<file path="config.mk">
export PLATFORM = sky130hd
export DESIGN_NAME = lru_page_replacement_flat
export DESIGN_NICKNAME = d
export VERILOG_FILES = /design/src/rtl/lru_pkg.sv /design/src/rtl/lru_req_if.sv /design/src/rtl/lru_rsp_if.sv /design/src/rtl/lru_cell.sv /design/src/rtl/lru_page_replacement.sv /design/src/flat_wrapper.sv
export SDC_FILE = /design/constraint.sdc
export NUM_CORES = 1
export LEC_CHECK = 0
export CORE_MARGIN = 4
export CORE_UTILIZATION = 40
export DETAILED_ROUTE_END_ITERATION = 16
export DONT_BUFFER_PORTS = 1
export GPL_TIMING_DRIVEN = 0
export PLACE_DENSITY_LB_ADDON = 0.12
export SYNTH_ARGS = -nofsm -noshare
export SYNTH_HDL_FRONTEND = slang
export SYNTH_SLANG_ARGS = --single-unit
</file>
<file path="constraint.sdc">
create_clock -name clk -period 17.8 [get_ports clk]
set_input_delay 0 -clock clk [delete_from_list [all_inputs] [get_ports clk]]
set_output_delay 0 -clock clk [all_outputs]
set_load 0.005 [all_outputs]
</file>
<file path="src/rtl/lru_pkg.sv">
`default_nettype none

package lru_pkg;

	// Width and reset value of the frames-in-use register.
	localparam int unsigned CFG_W = 4;
	localparam logic [CFG_W-1:0] CFG_RESET = 4'd8;

	// Width of the running hit and fault counters.
	localparam int unsigned COUNT_W = 16;

	// Search record handed from cell to cell, at the default sizes
	// (eight frames, eight-bit pages). The top level passes its own sized copy.
	typedef struct packed {
		logic       hit_found;
		logic [2:0] hit_idx;
		logic [2:0] hit_rank;
		logic       empty_found;
		logic [2:0] empty_idx;
		logic       best_found;
		logic [2:0] best_rank;
		logic [2:0] best_idx;
		logic [7:0] best_page;
	} scan_def_t;

	// Update command broadcast to every cell, at the default sizes.
	typedef struct packed {
		logic       en;
		logic [2:0] tgt;
		logic       age_all;
		logic [2:0] limit;
		logic       write_page;
	} upd_def_t;

endpackage

`default_nettype wire

</file>
<file path="src/rtl/lru_req_if.sv">
`default_nettype none

// Request channel: one page reference per request.
interface lru_req_if #(
	parameter int PAGE_BITS = 8
);
	logic                 valid;
	logic                 ready;
	logic [PAGE_BITS-1:0] page;

	modport source (output valid, output page, input ready);
	modport sink (input valid, input page, output ready);
endinterface

`default_nettype wire

</file>
<file path="src/rtl/lru_rsp_if.sv">
`default_nettype none

// Result channel: one result per page reference.
interface lru_rsp_if
	import lru_pkg::*;
#(
	parameter int PAGE_BITS = 8,
	parameter int FRAME_W   = 3
);
	logic                 valid;
	logic                 ready;
	logic                 hit;
	logic [FRAME_W-1:0]   frame;
	logic                 evicted_valid;
	logic [PAGE_BITS-1:0] evicted_page;
	logic [COUNT_W-1:0]   hit_count;
	logic [COUNT_W-1:0]   fault_count;

	modport source (
		output valid, output hit, output frame, output evicted_valid,
		output evicted_page, output hit_count, output fault_count,
		input ready
	);
	modport sink (
		input valid, input hit, input frame, input evicted_valid,
		input evicted_page, input hit_count, input fault_count,
		output ready
	);
endinterface

`default_nettype wire

</file>
<file path="src/rtl/lru_cell.sv">
`default_nettype none

// One page frame: page number, valid bit and recency rank (0 is most recent).
// The cell folds its own state into the search record coming from the
// lower-numbered neighbor and passes it on, and applies the broadcast update.
module lru_cell
	import lru_pkg::*;
#(
	parameter int FRAMES    = 8,
	parameter int PAGE_BITS = 8,
	parameter int CELL_IDX  = 0,
	parameter type scan_t   = scan_def_t,
	parameter type upd_t    = upd_def_t
) (
	input  logic                 clk,
	input  logic                 arst_n,
	input  logic                 in_use,
	input  logic [PAGE_BITS-1:0] page,
	input  scan_t                scan_in,
	output scan_t                scan_out,
	input  upd_t                 upd
);

	localparam int IDX_W = (FRAMES > 1) ? $clog2(FRAMES) : 1;
	localparam logic [IDX_W-1:0] MY_IDX   = IDX_W'(CELL_IDX);
	localparam logic [IDX_W-1:0] RANK_MAX = IDX_W'(FRAMES - 1);

	logic [PAGE_BITS-1:0] page_q;
	logic                 valid_q;
	logic [IDX_W-1:0]     rank_q;
	logic                 match;
	logic                 ages;

	assign match = in_use && valid_q && (page_q == page);

	// Fold this frame into the search: first match, first empty frame, oldest rank.
	always_comb begin
		scan_out = scan_in;
		if (!scan_in.hit_found && match) begin
			scan_out.hit_found = 1'b1;
			scan_out.hit_idx   = MY_IDX;
			scan_out.hit_rank  = rank_q;
		end
		if (!scan_in.empty_found && in_use && !valid_q) begin
			scan_out.empty_found = 1'b1;
			scan_out.empty_idx   = MY_IDX;
		end
		if (in_use && (!scan_in.best_found || rank_q > scan_in.best_rank)) begin
			scan_out.best_found = 1'b1;
			scan_out.best_rank  = rank_q;
			scan_out.best_idx   = MY_IDX;
			scan_out.best_page  = page_q;
		end
	end

	// A valid frame in use ages when it was more recent than the touched frame.
	assign ages = in_use && valid_q && (upd.age_all || rank_q < upd.limit) &&
		(rank_q != RANK_MAX);

	// Valid bit and rank.
	always_ff @(posedge clk or negedge arst_n) begin
		if (!arst_n) begin
			valid_q <= 1'b0;
			rank_q  <= '0;
		end else if (upd.en) begin
			if (upd.tgt == MY_IDX) begin
				rank_q <= '0;
				if (upd.write_page) begin
					valid_q <= 1'b1;
				end
			end else if (ages) begin
				rank_q <= rank_q + 1'b1;
			end
		end
	end

	// Page number, read only while the frame is valid.
	always_ff @(posedge clk) begin
		if (upd.en && upd.write_page && upd.tgt == MY_IDX) begin
			page_q <= page;
		end
	end

endmodule

`default_nettype wire

</file>
<file path="src/rtl/lru_page_replacement.sv">
`default_nettype none

// Channel  Role    Handshake      Payload
// req      sink    valid/ready    page
// rsp      source  valid/ready    hit, frame, evicted_valid, evicted_page,
//                                 hit_count, fault_count
// cfg      write   cfg_we         cfg_wdata (frames in use)
//
// One request per cycle is taken while the lookup stage is empty or moving. Its result
// passes from the lookup stage into the result register and is valid from then on.
// The rate is set by the frame cell chain, which searches and updates in the same cycle.
// Reset clears all valid bits, ranks and counters and sets frames in use to 8;
// there is no clearing pass. A stalled result holds the stage behind it, and a
// request is taken whenever that stage is empty or moving.
module lru_page_replacement
	import lru_pkg::*;
#(
	parameter int FRAMES    = 8,
	parameter int PAGE_BITS = 8
) (
	input  logic             clk,
	input  logic             arst_n,
	input  logic             cfg_we,
	input  logic [CFG_W-1:0] cfg_wdata,
	lru_req_if.sink          req,
	lru_rsp_if.source        rsp
);

	localparam int IDX_W = (FRAMES > 1) ? $clog2(FRAMES) : 1;

	typedef struct packed {
		logic                 hit_found;
		logic [IDX_W-1:0]     hit_idx;
		logic [IDX_W-1:0]     hit_rank;
		logic                 empty_found;
		logic [IDX_W-1:0]     empty_idx;
		logic                 best_found;
		logic [IDX_W-1:0]     best_rank;
		logic [IDX_W-1:0]     best_idx;
		logic [PAGE_BITS-1:0] best_page;
	} scan_t;

	typedef struct packed {
		logic             en;
		logic [IDX_W-1:0] tgt;
		logic             age_all;
		logic [IDX_W-1:0] limit;
		logic             write_page;
	} upd_t;

	logic [CFG_W-1:0]     frames_q;
	logic                 valid_s1;
	logic [PAGE_BITS-1:0] page_s1;
	logic                 out_free;
	logic                 fire;
	logic [FRAMES-1:0]    in_use;
	scan_t                chain [FRAMES+1];
	scan_t                last;
	upd_t                 upd;
	logic                 is_hit;
	logic                 evict;
	logic [IDX_W-1:0]     tgt;
	logic [COUNT_W-1:0]   hit_cnt_q;
	logic [COUNT_W-1:0]   fault_cnt_q;
	logic [COUNT_W-1:0]   hit_cnt_next;
	logic [COUNT_W-1:0]   fault_cnt_next;

	logic                 rsp_valid_q;
	logic                 rsp_hit_q;
	logic [IDX_W-1:0]     rsp_frame_q;
	logic                 rsp_ev_valid_q;
	logic [PAGE_BITS-1:0] rsp_ev_page_q;

	// Frames-in-use register.
	always_ff @(posedge clk or negedge arst_n) begin
		if (!arst_n) begin
			frames_q <= CFG_RESET;
		end else if (cfg_we) begin
			frames_q <= cfg_wdata;
		end
	end

	// Frame 0 always takes part; a count above FRAMES covers every frame.
	always_comb begin
		for (int i = 0; i < FRAMES; i++) begin
			in_use[i] = (i == 0) || (32'(frames_q) > i);
		end
	end

	// Handshake: the lookup stage moves when the result register is free.
	assign out_free  = !rsp_valid_q || rsp.ready;
	assign fire      = valid_s1 && out_free;
	assign req.ready = !valid_s1 || out_free;

	// Lookup stage holds the referenced page.
	always_ff @(posedge clk or negedge arst_n) begin
		if (!arst_n) begin
			valid_s1 <= 1'b0;
		end else if (req.ready) begin
			valid_s1 <= req.valid;
		end
	end

	always_ff @(posedge clk) begin
		if (req.valid && req.ready) begin
			page_s1 <= req.page;
		end
	end

	// Frame cell chain, searched from frame 0 upward.
	assign chain[0] = '0;

	for (genvar g = 0; g < FRAMES; g++) begin : g_cell
		lru_cell #(
			.FRAMES    (FRAMES),
			.PAGE_BITS (PAGE_BITS),
			.CELL_IDX  (g),
			.scan_t    (scan_t),
			.upd_t     (upd_t)
		) u_cell (
			.clk      (clk),
			.arst_n   (arst_n),
			.in_use   (in_use[g]),
			.page     (page_s1),
			.scan_in  (chain[g]),
			.scan_out (chain[g+1]),
			.upd      (upd)
		);
	end

	// Replacement decision: hit, else first empty frame, else oldest frame.
	assign last   = chain[FRAMES];
	assign is_hit = last.hit_found;
	assign evict  = !last.hit_found && !last.empty_found;

	always_comb begin
		priority if (last.hit_found) begin
			tgt = last.hit_idx;
		end else if (last.empty_found) begin
			tgt = last.empty_idx;
		end else begin
			tgt = last.best_idx;
		end
	end

	always_comb begin
		upd.en         = fire;
		upd.tgt        = tgt;
		upd.age_all    = !last.hit_found && last.empty_found;
		upd.limit      = last.hit_found ? last.hit_rank : last.best_rank;
		upd.write_page = !last.hit_found;
	end

	// Saturating hit and fault counters.
	assign hit_cnt_next   = (is_hit && hit_cnt_q != '1) ? hit_cnt_q + 1'b1 : hit_cnt_q;
	assign fault_cnt_next = (!is_hit && fault_cnt_q != '1) ?
		fault_cnt_q + 1'b1 : fault_cnt_q;

	always_ff @(posedge clk or negedge arst_n) begin
		if (!arst_n) begin
			hit_cnt_q   <= '0;
			fault_cnt_q <= '0;
		end else if (fire) begin
			hit_cnt_q   <= hit_cnt_next;
			fault_cnt_q <= fault_cnt_next;
		end
	end

	// Result register.
	always_ff @(posedge clk or negedge arst_n) begin
		if (!arst_n) begin
			rsp_valid_q <= 1'b0;
		end else if (out_free) begin
			rsp_valid_q <= valid_s1;
		end
	end

	always_ff @(posedge clk) begin
		if (fire) begin
			rsp_hit_q      <= is_hit;
			rsp_frame_q    <= tgt;
			rsp_ev_valid_q <= evict;
			rsp_ev_page_q  <= evict ? last.best_page : '0;
		end
	end

	assign rsp.valid         = rsp_valid_q;
	assign rsp.hit           = rsp_hit_q;
	assign rsp.frame         = rsp_frame_q;
	assign rsp.evicted_valid = rsp_ev_valid_q;
	assign rsp.evicted_page  = rsp_ev_page_q;
	assign rsp.hit_count     = hit_cnt_q;
	assign rsp.fault_count   = fault_cnt_q;

	// A hit and an eviction never come together.
	a_hit_no_evict: assert property (@(posedge clk) disable iff (!arst_n)
		rsp.valid |-> !(rsp.hit && rsp.evicted_valid))
		else $error("result reports both a hit and an eviction");

	// Without an eviction the evicted page reads as zero.
	a_ev_page_zero: assert property (@(posedge clk) disable iff (!arst_n)
		(rsp.valid && !rsp.evicted_valid) |-> (rsp.evicted_page == '0))
		else $error("evicted page set without an eviction");

	// A matching frame is always one that takes part.
	a_hit_in_use: assert property (@(posedge clk) disable iff (!arst_n)
		(fire && last.hit_found) |-> in_use[last.hit_idx])
		else $error("hit on a frame outside the in-use set");

	// A hit leaves the hit counter nonzero.
	a_hit_counted: assert property (@(posedge clk) disable iff (!arst_n)
		(fire && is_hit) |=> (hit_cnt_q != '0))
		else $error("hit not counted");

	// The lookup stage keeps its request while the result is stalled.
	a_s1_hold: assert property (@(posedge clk) disable iff (!arst_n)
		(valid_s1 && !out_free) |=> (valid_s1 && $stable(page_s1)))
		else $error("lookup stage lost a stalled request");

endmodule

`default_nettype wire
</file>
<file path="src/flat_wrapper.sv">
// flat-port wrapper written by rule: the top's interface ports become plain ports
module lru_page_replacement_flat import lru_pkg::*;
#(
	parameter int FRAMES    = 8,
	parameter int PAGE_BITS = 8
)
  (clk, arst_n, cfg_we, cfg_wdata, req_valid, req_page, req_ready, rsp_valid, rsp_hit, rsp_frame, rsp_evicted_valid, rsp_evicted_page, rsp_hit_count, rsp_fault_count, rsp_ready);
  lru_req_if #(.PAGE_BITS(PAGE_BITS)) req_i ();
  lru_rsp_if #(.PAGE_BITS(PAGE_BITS)) rsp_i ();
  input  logic clk;
  input  logic arst_n;
  input  logic cfg_we;
  input  logic [CFG_W-1:0] cfg_wdata;
  input wire logic [$bits(req_i.valid)-1:0] req_valid;
  input wire logic [$bits(req_i.page)-1:0] req_page;
  output wire logic [$bits(req_i.ready)-1:0] req_ready;
  output wire logic [$bits(rsp_i.valid)-1:0] rsp_valid;
  output wire logic [$bits(rsp_i.hit)-1:0] rsp_hit;
  output wire logic [$bits(rsp_i.frame)-1:0] rsp_frame;
  output wire logic [$bits(rsp_i.evicted_valid)-1:0] rsp_evicted_valid;
  output wire logic [$bits(rsp_i.evicted_page)-1:0] rsp_evicted_page;
  output wire logic [$bits(rsp_i.hit_count)-1:0] rsp_hit_count;
  output wire logic [$bits(rsp_i.fault_count)-1:0] rsp_fault_count;
  input wire logic [$bits(rsp_i.ready)-1:0] rsp_ready;
  assign req_i.valid = req_valid;
  assign req_i.page = req_page;
  assign req_ready = req_i.ready;
  assign rsp_valid = rsp_i.valid;
  assign rsp_hit = rsp_i.hit;
  assign rsp_frame = rsp_i.frame;
  assign rsp_evicted_valid = rsp_i.evicted_valid;
  assign rsp_evicted_page = rsp_i.evicted_page;
  assign rsp_hit_count = rsp_i.hit_count;
  assign rsp_fault_count = rsp_i.fault_count;
  assign rsp_i.ready = rsp_ready;
  lru_page_replacement #(.FRAMES(FRAMES), .PAGE_BITS(PAGE_BITS)) u_core (.clk(clk), .arst_n(arst_n), .cfg_we(cfg_we), .cfg_wdata(cfg_wdata), .req(req_i), .rsp(rsp_i));
endmodule
</file>
==> impl_metrics.env, run 1 <==
export IMPL_grt_pass1_wl_mm=41.6
export IMPL_crit_path_max_incr_delay_ns=0.74
export IMPL_syn_area_per_cell_um2=10.3
export IMPL_hold_violations=0
export IMPL_crit_arrival_ns=13.84
export IMPL_hold_class="primary input to flip-flop"
export IMPL_synthCells=905
export IMPL_cts_sinks=155
export IMPL_first_global_vias=7025
export IMPL_clk_latency_ns=0.43
export IMPL_synth_flop_cell="edfxtp_1"
export IMPL_seq_area_frac_synth_pct=46.1
export IMPL_dieHeight_um=161
export IMPL_placed_area_mm2=0.00974
export IMPL_hpwl_mm=19.4
export IMPL_postCtsSetupBuffers=0
export IMPL_antennaDiodeCount=0
export IMPL_tns_ns=0
export IMPL_globalplace_congestion=0.909
export IMPL_required_ns=17.85
export IMPL_num_rows=55
export IMPL_grt_max_degree=71
export IMPL_clkTransAtPathRegs_ns=0.07
export IMPL_htreeDepth=4
export IMPL_die_area_mm2=0.0259
export IMPL_syn_num_nets=949
export IMPL_rsz0062_at_grt="no"
export IMPL_drv_slew=0
export IMPL_syn2layout_area_growth_pct=12.4
export IMPL_critPathKind="flip-flop to flip-flop"
export IMPL_worstSetupEndpointType="flip-flop"
export IMPL_status="finished clean"
export IMPL_fp_coreArea_mm2=0.0228
export IMPL_synth_distinct_cells=93
export IMPL_overflow=0
export IMPL_cts_root_buffer="clkbuf_16"
export IMPL_numCtsBuffers=17
export IMPL_async_flop_share_pct=45.2
export IMPL_first_pass_iters=7
export IMPL_max_cap_viol_count=0
export IMPL_ios=64
export IMPL_drtIter0Drc=480
export IMPL_synth_area_mm2=0.00934
export IMPL_fmax_mhz=72.5
export IMPL_die_w_um=161
export IMPL_timing_final_crit_share_pct=77.5
export IMPL_initial_core_util_pct=41.0
export IMPL_stdcell_area_mm2=0.0105
export IMPL_drc_errors=0
export IMPL_cp_max_fo=10
export IMPL_nNetsFinal=986
export IMPL_vias=7052
export IMPL_slew_headroom_pct=5.63
export IMPL_antenna_found_initial=0
export IMPL_cts_tree="yes"
export IMPL_antenna_left=0
export IMPL_numPortBuffers=0
export IMPL_finalSetupViolations=0
export IMPL_cp_slowest_cell="nor2_1"
export IMPL_vias_per_cell=5.56
export IMPL_routedWlPerCell_um=20.7
export IMPL_drive_gt1_share_pct=10.5
export IMPL_start_kind="flip-flop"
export IMPL_track_usage_pct=20.5
export IMPL_period_minus_slack_ns=13.79
export IMPL_synth_edf_count=85
export IMPL_routed_wl_mm=26.2
export IMPL_ys_ff_latch=155
export IMPL_clock_skew_ns=0.0128
export IMPL_clk_path_buf_depth=2
export IMPL_worstMarginPinSlew_ns=1.42
export IMPL_yosys_warnings=0
metrics by stage:
stage | setup slack, ns | hold slack, ns | std cells | util (%)
2_1_floorplan | 6.86 | -0.296 | 905 | -
3_3_place_gp | 4.20 | -0.292 | 1218 | 42.7
3_5_place_dp | 4.16 | -0.291 | 1218 | 42.7
4_1_cts | 4.11 | 0.0422 | 1268 | 46.1
5_1_grt | 2.84 | 0.0679 | 1268 | 46.1
6_report | 4.01 | 0.0352 | 1268 | 46.1
kinds of logic after synthesis:
family,after synthesis,synth area share (%)
AO/OA/AOI/OAI,199,15.4
XOR/XNOR,94,8.81
adder cells (fa/ha/maj),31,4.06
buffers and inverters,80,3.64
flip-flops,155,46.1
multiplexers,56,6.12
AND/OR/NAND/NOR,290,15.9
critical path, delay by kind of cell (launching register included):
| family | cells | cell delay (ns) |
|---|---|---|
| muxes | 3 | 0.98 |
| AOI/OAI and AO/OA | 16 | 2.92 |
| adders and majority gates | 10 | 3.06 |
| buffers and inverters | 7 | 2.43 |
| DFF | 1 | 0.51 |
| and+or+nand+nor | 16 | 3.47 |
flip-flops by register name, summed over array words and instances (netlist names):
signal,flops
u_core.page_s1,8
u_core.valid_s1,1
u_core.rsp.hit,1
u_core.rsp.evicted_page,8
u_core.frames_q,4
u_core.rsp.evicted_valid,1
u_core.rsp.frame,3
u_core.rsp.valid,1
u_core.g_cell.u_cell.page_q,64
u_core.g_cell.u_cell.valid_q,8
u_core.rsp.hit_count,16
u_core.rsp.fault_count,16
u_core.g_cell.u_cell.rank_q,24
layout make-up:
| class | instances | area [µm²] |
|---|---|---|
| well taps | 313 | 392 |
| clock inverters | 14 | 129 |
| flip-flops and latches | 155 | 4310 |
| clock buffers | 18 | 429 |
| repair buffers | 18 | 198 |
| fillers | 2156 | 12300 |
| inverters | 45 | 169 |
| multi-input cells | 670 | 4700 |
| plain buffers | 35 | 171 |
what timing repair did:
item,4_1_cts,5_1_grt
gates resized for setup,0,0
hold endpoints to repair,84,0
hold buffers,18,0
final timing paths:
kind                                                   start                                end  slack, ns  cells past startpoint
min in group asynchronous                             arst_n           u_core.rsp.hit_count[10]       0.12                      2
max reg2reg                u_core.g_cell[0].u_cell.rank_q[2]  u_core.g_cell[1].u_cell.page_q[4]       4.01                     52
max                        u_core.g_cell[0].u_cell.rank_q[2]  u_core.g_cell[1].u_cell.page_q[4]       4.01                     52
min                                                req_valid                  u_core.page_s1[4]       0.04                      1
max in group asynchronous                             arst_n                 u_core.frames_q[3]      17.33                      2
min reg2reg                                  u_core.valid_s1                   u_core.rsp.valid       0.50                      1
metal layers:
metal	vias to the layer above	wire (µm)	track usage, %
li1	3416	-	-
met1	3412	11900	28.3
met2	193	12600	33.7
met3	31	1170	3.08
met4	0	571	6.09
met5	-	0	0
synth_stat cells (7+ instances only):
master,instances,area share [%]
or2_2,11,0.74
nand4_1,19,1.3
nor2_1,71,2.9
mux2i_1,47,5.0
clkbuf_1,14,0.56
and2_1,10,0.67
o211ai_1,12,0.96
inv_1,44,1.8
xnor2_1,75,7.0
dfrtp_1,69,18
a21oi_1,35,1.9
o21ai_1,9,0.48
ha_1,27,3.6
xor2_1,19,1.8
a211oi_1,15,1.2
nand3_1,21,1.1
and3_1,10,0.67
buf_2,14,0.75
nand2_1,67,2.7
nor4_1,7,0.47
o21ai_0,42,2.3
nand2b_1,9,0.60
mux2_2,7,0.84
edfxtp_1,85,27
nor3_1,27,1.4
placed cells by master, fill, tap and decap left out, types with 5 or more instances in the layout:
cell type,instances
dlygate4sd3_1,17
a211oi_1,15
o211a_1,5
o211ai_1,12
ha_1,27
clkbuf_16,17
dfrtp_1,69
xor2_1,19
mux2i_1,47
nor3_1,25
o21ai_1,9
nand2b_1,9
and3_1,10
a21oi_1,35
nand3_1,21
inv_1,44
and2_1,10
nand4_1,19
nor2_1,71
nand3b_1,6
edfxtp_1,85
xnor2_1,75
or2_2,11
mux2_2,7
buf_2,14
o21ai_0,42
a221oi_1,5
nand2_1,67
clkbuf_1,15
a2111oi_0,5
nor3_2,5
a22oi_1,5
nor4_1,7
Power of run 1 is not shown: default switching activity piles up to over one toggle a cycle in this logic, so the estimate is an artifact.
==> run 2: changes to the inputs <==
- ABC_AREA: default -> 1
- clock period: 17.8 -> 14 ns (I/O delays scaled with it)
==> run 2 against run 1 <==
Effect of this change:
- sequential share of layout area is 0.33 points lower
- fmax is 29% higher
- critical path depth is 1 higher
- worst hold slack better by 0.073 ns
- non-clock buffer count is 9 lower
- register-to-register slack worse by 0.67 ns
- setup slack worse by 0.67 ns
- cell count is 17% higher
- die area is 0.66% higher
==> impl_metrics.env, run 2 <==
export IMPL_wl_met1_mm=11.8
export IMPL_track_usage_pct=19.7
export IMPL_synth_edf_count=85
export IMPL_grt_pass1_wl_mm=40.7
export IMPL_synth_flop_cell="edfxtp_1"
export IMPL_drive_gt1_share_pct=10.6
export IMPL_max_flop_register="u_core.g_cell.u_cell.page_q"
export IMPL_syn2layout_area_growth_pct=12.5
export IMPL_period_minus_slack_ns=10.66
export IMPL_critPathKind="flip-flop to flip-flop"
export IMPL_max_cap_viol_count=0
export IMPL_final_common_cell="nand2_1"
export IMPL_vias_per_cell=5.14
export IMPL_cpMostUsedCell="o21ai_0"
export IMPL_cts_root_buffer="clkbuf_16"
export IMPL_crit_path_max_incr_delay_ns=0.50
export IMPL_crit_arrival_ns=10.73
export IMPL_antenna_left=0
export IMPL_synthCells=1115
export IMPL_ios=64
export IMPL_seq_area_frac_synth_pct=45.8
export IMPL_hold_class="primary input to asynchronous set/reset pin"
export IMPL_synth_area_leaders="edfxtp_1 (27%), dfrtp_1 (18%), nand2_1 (10%)"
export IMPL_vias=7599
export IMPL_fmax_mhz=93.8
export IMPL_clock_skew_ns=0.0136
export IMPL_drc_errors=0
export IMPL_die_w_um=161
export IMPL_largest_reg_flops=64
export IMPL_routed_top_layer="met4"
export IMPL_first_pass_iters=6
export IMPL_stdcell_area_mm2=0.0106
export IMPL_cp_max_fo=10
export IMPL_hpwl_mm=19.1
export IMPL_finalSetupViolations=0
export IMPL_yosys_warnings=0
export IMPL_nNetsFinal=1197
export IMPL_cts_tree="yes"
export IMPL_num_rows=55
export IMPL_ys_ff_latch=155
export IMPL_met3WireLength_mm=1.12
export IMPL_yosysMostFrequentCell="nand2_1"
export IMPL_status="finished clean"
export IMPL_synth_area_mm2=0.00941
export IMPL_required_ns=14.06
export IMPL_numPortBuffers=0
export IMPL_worstSetupEndpointType="flip-flop"
export IMPL_drtIter0Drc=495
export IMPL_clk_latency_ns=0.43
export IMPL_reg_largest_list="u_core.g_cell.u_cell.page_q x64, u_core.g_cell.u_cell.rank_q x24"
export IMPL_fp_coreArea_mm2=0.0229
export IMPL_grt_max_degree=71
export IMPL_yosys_area_top_type_share_pct=27.1
export IMPL_slew_headroom_pct=9.25
export IMPL_numCtsBuffers=17
export IMPL_cp_slowest_cell="nor2_1"
export IMPL_routedWlPerCell_um=16.8
export IMPL_post_synth_top_area_cell="edfxtp_1"
export IMPL_synth_distinct_cells=58
export IMPL_antennaDiodeCount=0
export IMPL_wl_met2_mm=11.4
export IMPL_syn_num_nets=1159
export IMPL_die_area_mm2=0.0260
export IMPL_synthTopCellsByCount="nand2_1 (250), inv_1 (135), nand3_1 (107), nor2_1 (88), edfxtp_1 (85)"
export IMPL_n_fill_cell=2221
export IMPL_cts_sinks=155
export IMPL_dieHeight_um=161
export IMPL_syn_area_per_cell_um2=8.44
export IMPL_layout_common_cells="nand2_1 (250), inv_1 (135), nand3_1 (107)"
export IMPL_worstMarginPinSlew_ns=1.36
export IMPL_htreeDepth=4
export IMPL_clkTransAtPathRegs_ns=0.07
export IMPL_timing_final_crit_share_pct=76.2
export IMPL_overflow=0
export IMPL_start_kind="flip-flop"
export IMPL_holdWs_ns=0.108
export IMPL_routed_wl_mm=24.9
export IMPL_placed_area_mm2=0.00980
export IMPL_antenna_found_initial=0
export IMPL_async_flop_share_pct=45.2
export IMPL_first_global_vias=7610
export IMPL_globalplace_congestion=0.866
export IMPL_tns_ns=0
export IMPL_hold_violations=0
export IMPL_cts_resized=0
export IMPL_drv_slew=0
export IMPL_rsz0062_at_grt="no"
export IMPL_clk_path_buf_depth=2
export IMPL_initial_core_util_pct=41.0
-- run 2: cell types whose count changed after synthesis, sizes merged, moves of 9 or more --
cell / before / now
xnor2: 75 / 25
a211oi: 15 / 1
nor2: 73 / 92
nand3: 21 / 119
xor2: 19 / 43
and3: 10 / 0
mux2i: 47 / 1
a21oi: 37 / 27
nand2b: 9 / 0
inv: 45 / 146
nand2: 68 / 274
and2: 12 / 0
-- run 2: worst max-delay path: cells and delay by family, from the launching register on --
family / cells / cell delay [ns]
buffers and inverters: 9 / 1.14
DFF: 1 / 0.42
adders and majority gates: 7 / 2.14
AOI/OAI and AO/OA: 14 / 2.99
and+or+nand+nor: 23 / 3.56
-- run 2: per-layer routing --
metal	global-route usage, %	vias to the layer above
li1	-	3802
met2	31.7	213
met1	27.5	3550
met4	6.28	0
met3	3.09	34
met5	0	-
-- run 2: repair_timing --
action,4_1_cts,5_1_grt
setup buffers,0,0
hold buffers,19,0
endpoints found under the hold margin,92,0
-- run 2: area by class of cell --
| cell class | count | area, µm² | area share [%] |
|---|---|---|---|
| Sequential cell | 155 | 4310 | 40.7 |
| Inverter | 148 | 563 | 5.32 |
| Timing Repair Buffer | 19 | 208 | 1.96 |
| Tap cell | 313 | 392 | 3.70 |
| Clock buffer | 17 | 425 | 4.02 |
| Clock inverter | 14 | 153 | 1.44 |
| Multi-Input combinational cell | 787 | 4410 | 41.7 |
| Buffer | 25 | 123 | 1.16 |
-- run 2: per-stage QoR --
stage               cells  setup slack, ns  utilization (%)
floorplan            1115             5.24                -
detailed placement   1428             3.36             42.8
global route         1478             2.27             46.2
CTS                  1478             3.33             46.2
finish               1478             3.34             46.2
global placement     1428             3.43             42.8
-- run 2: worst paths after layout --
path / start / to / slack, ns / depth (start not counted)
setup / recovery: u_core.g_cell[0].u_cell.rank_q[2] / u_core.g_cell[3].u_cell.page_q[6] / 3.34 / 53
hold / removal: arst_n / u_core.g_cell[7].u_cell.rank_q[1] / 0.11 / 2
setup reg to reg: u_core.g_cell[0].u_cell.rank_q[2] / u_core.g_cell[3].u_cell.page_q[6] / 3.34 / 53
hold reg to reg: u_core.g_cell[4].u_cell.valid_q / u_core.g_cell[4].u_cell.valid_q / 0.50 / 2
max in group asynchronous: arst_n / u_core.frames_q[3] / 13.56 / 2
min in group clk: req_page[6] / u_core.page_s1[6] / 0.19 / 1
-- run 2: cells by family after synthesis --
| family | Yosys count | synth area share [%] |
|---|---|---|
| mux | 3 | 0.346 |
| flops | 155 | 45.8 |
| buf+inv | 173 | 7.29 |
| xor+xnor | 68 | 6.33 |
| fa+ha+maj | 27 | 3.59 |
| simple gates | 561 | 28.2 |
| compound gates | 128 | 8.49 |
Power of run 2 is left out for the same reason.
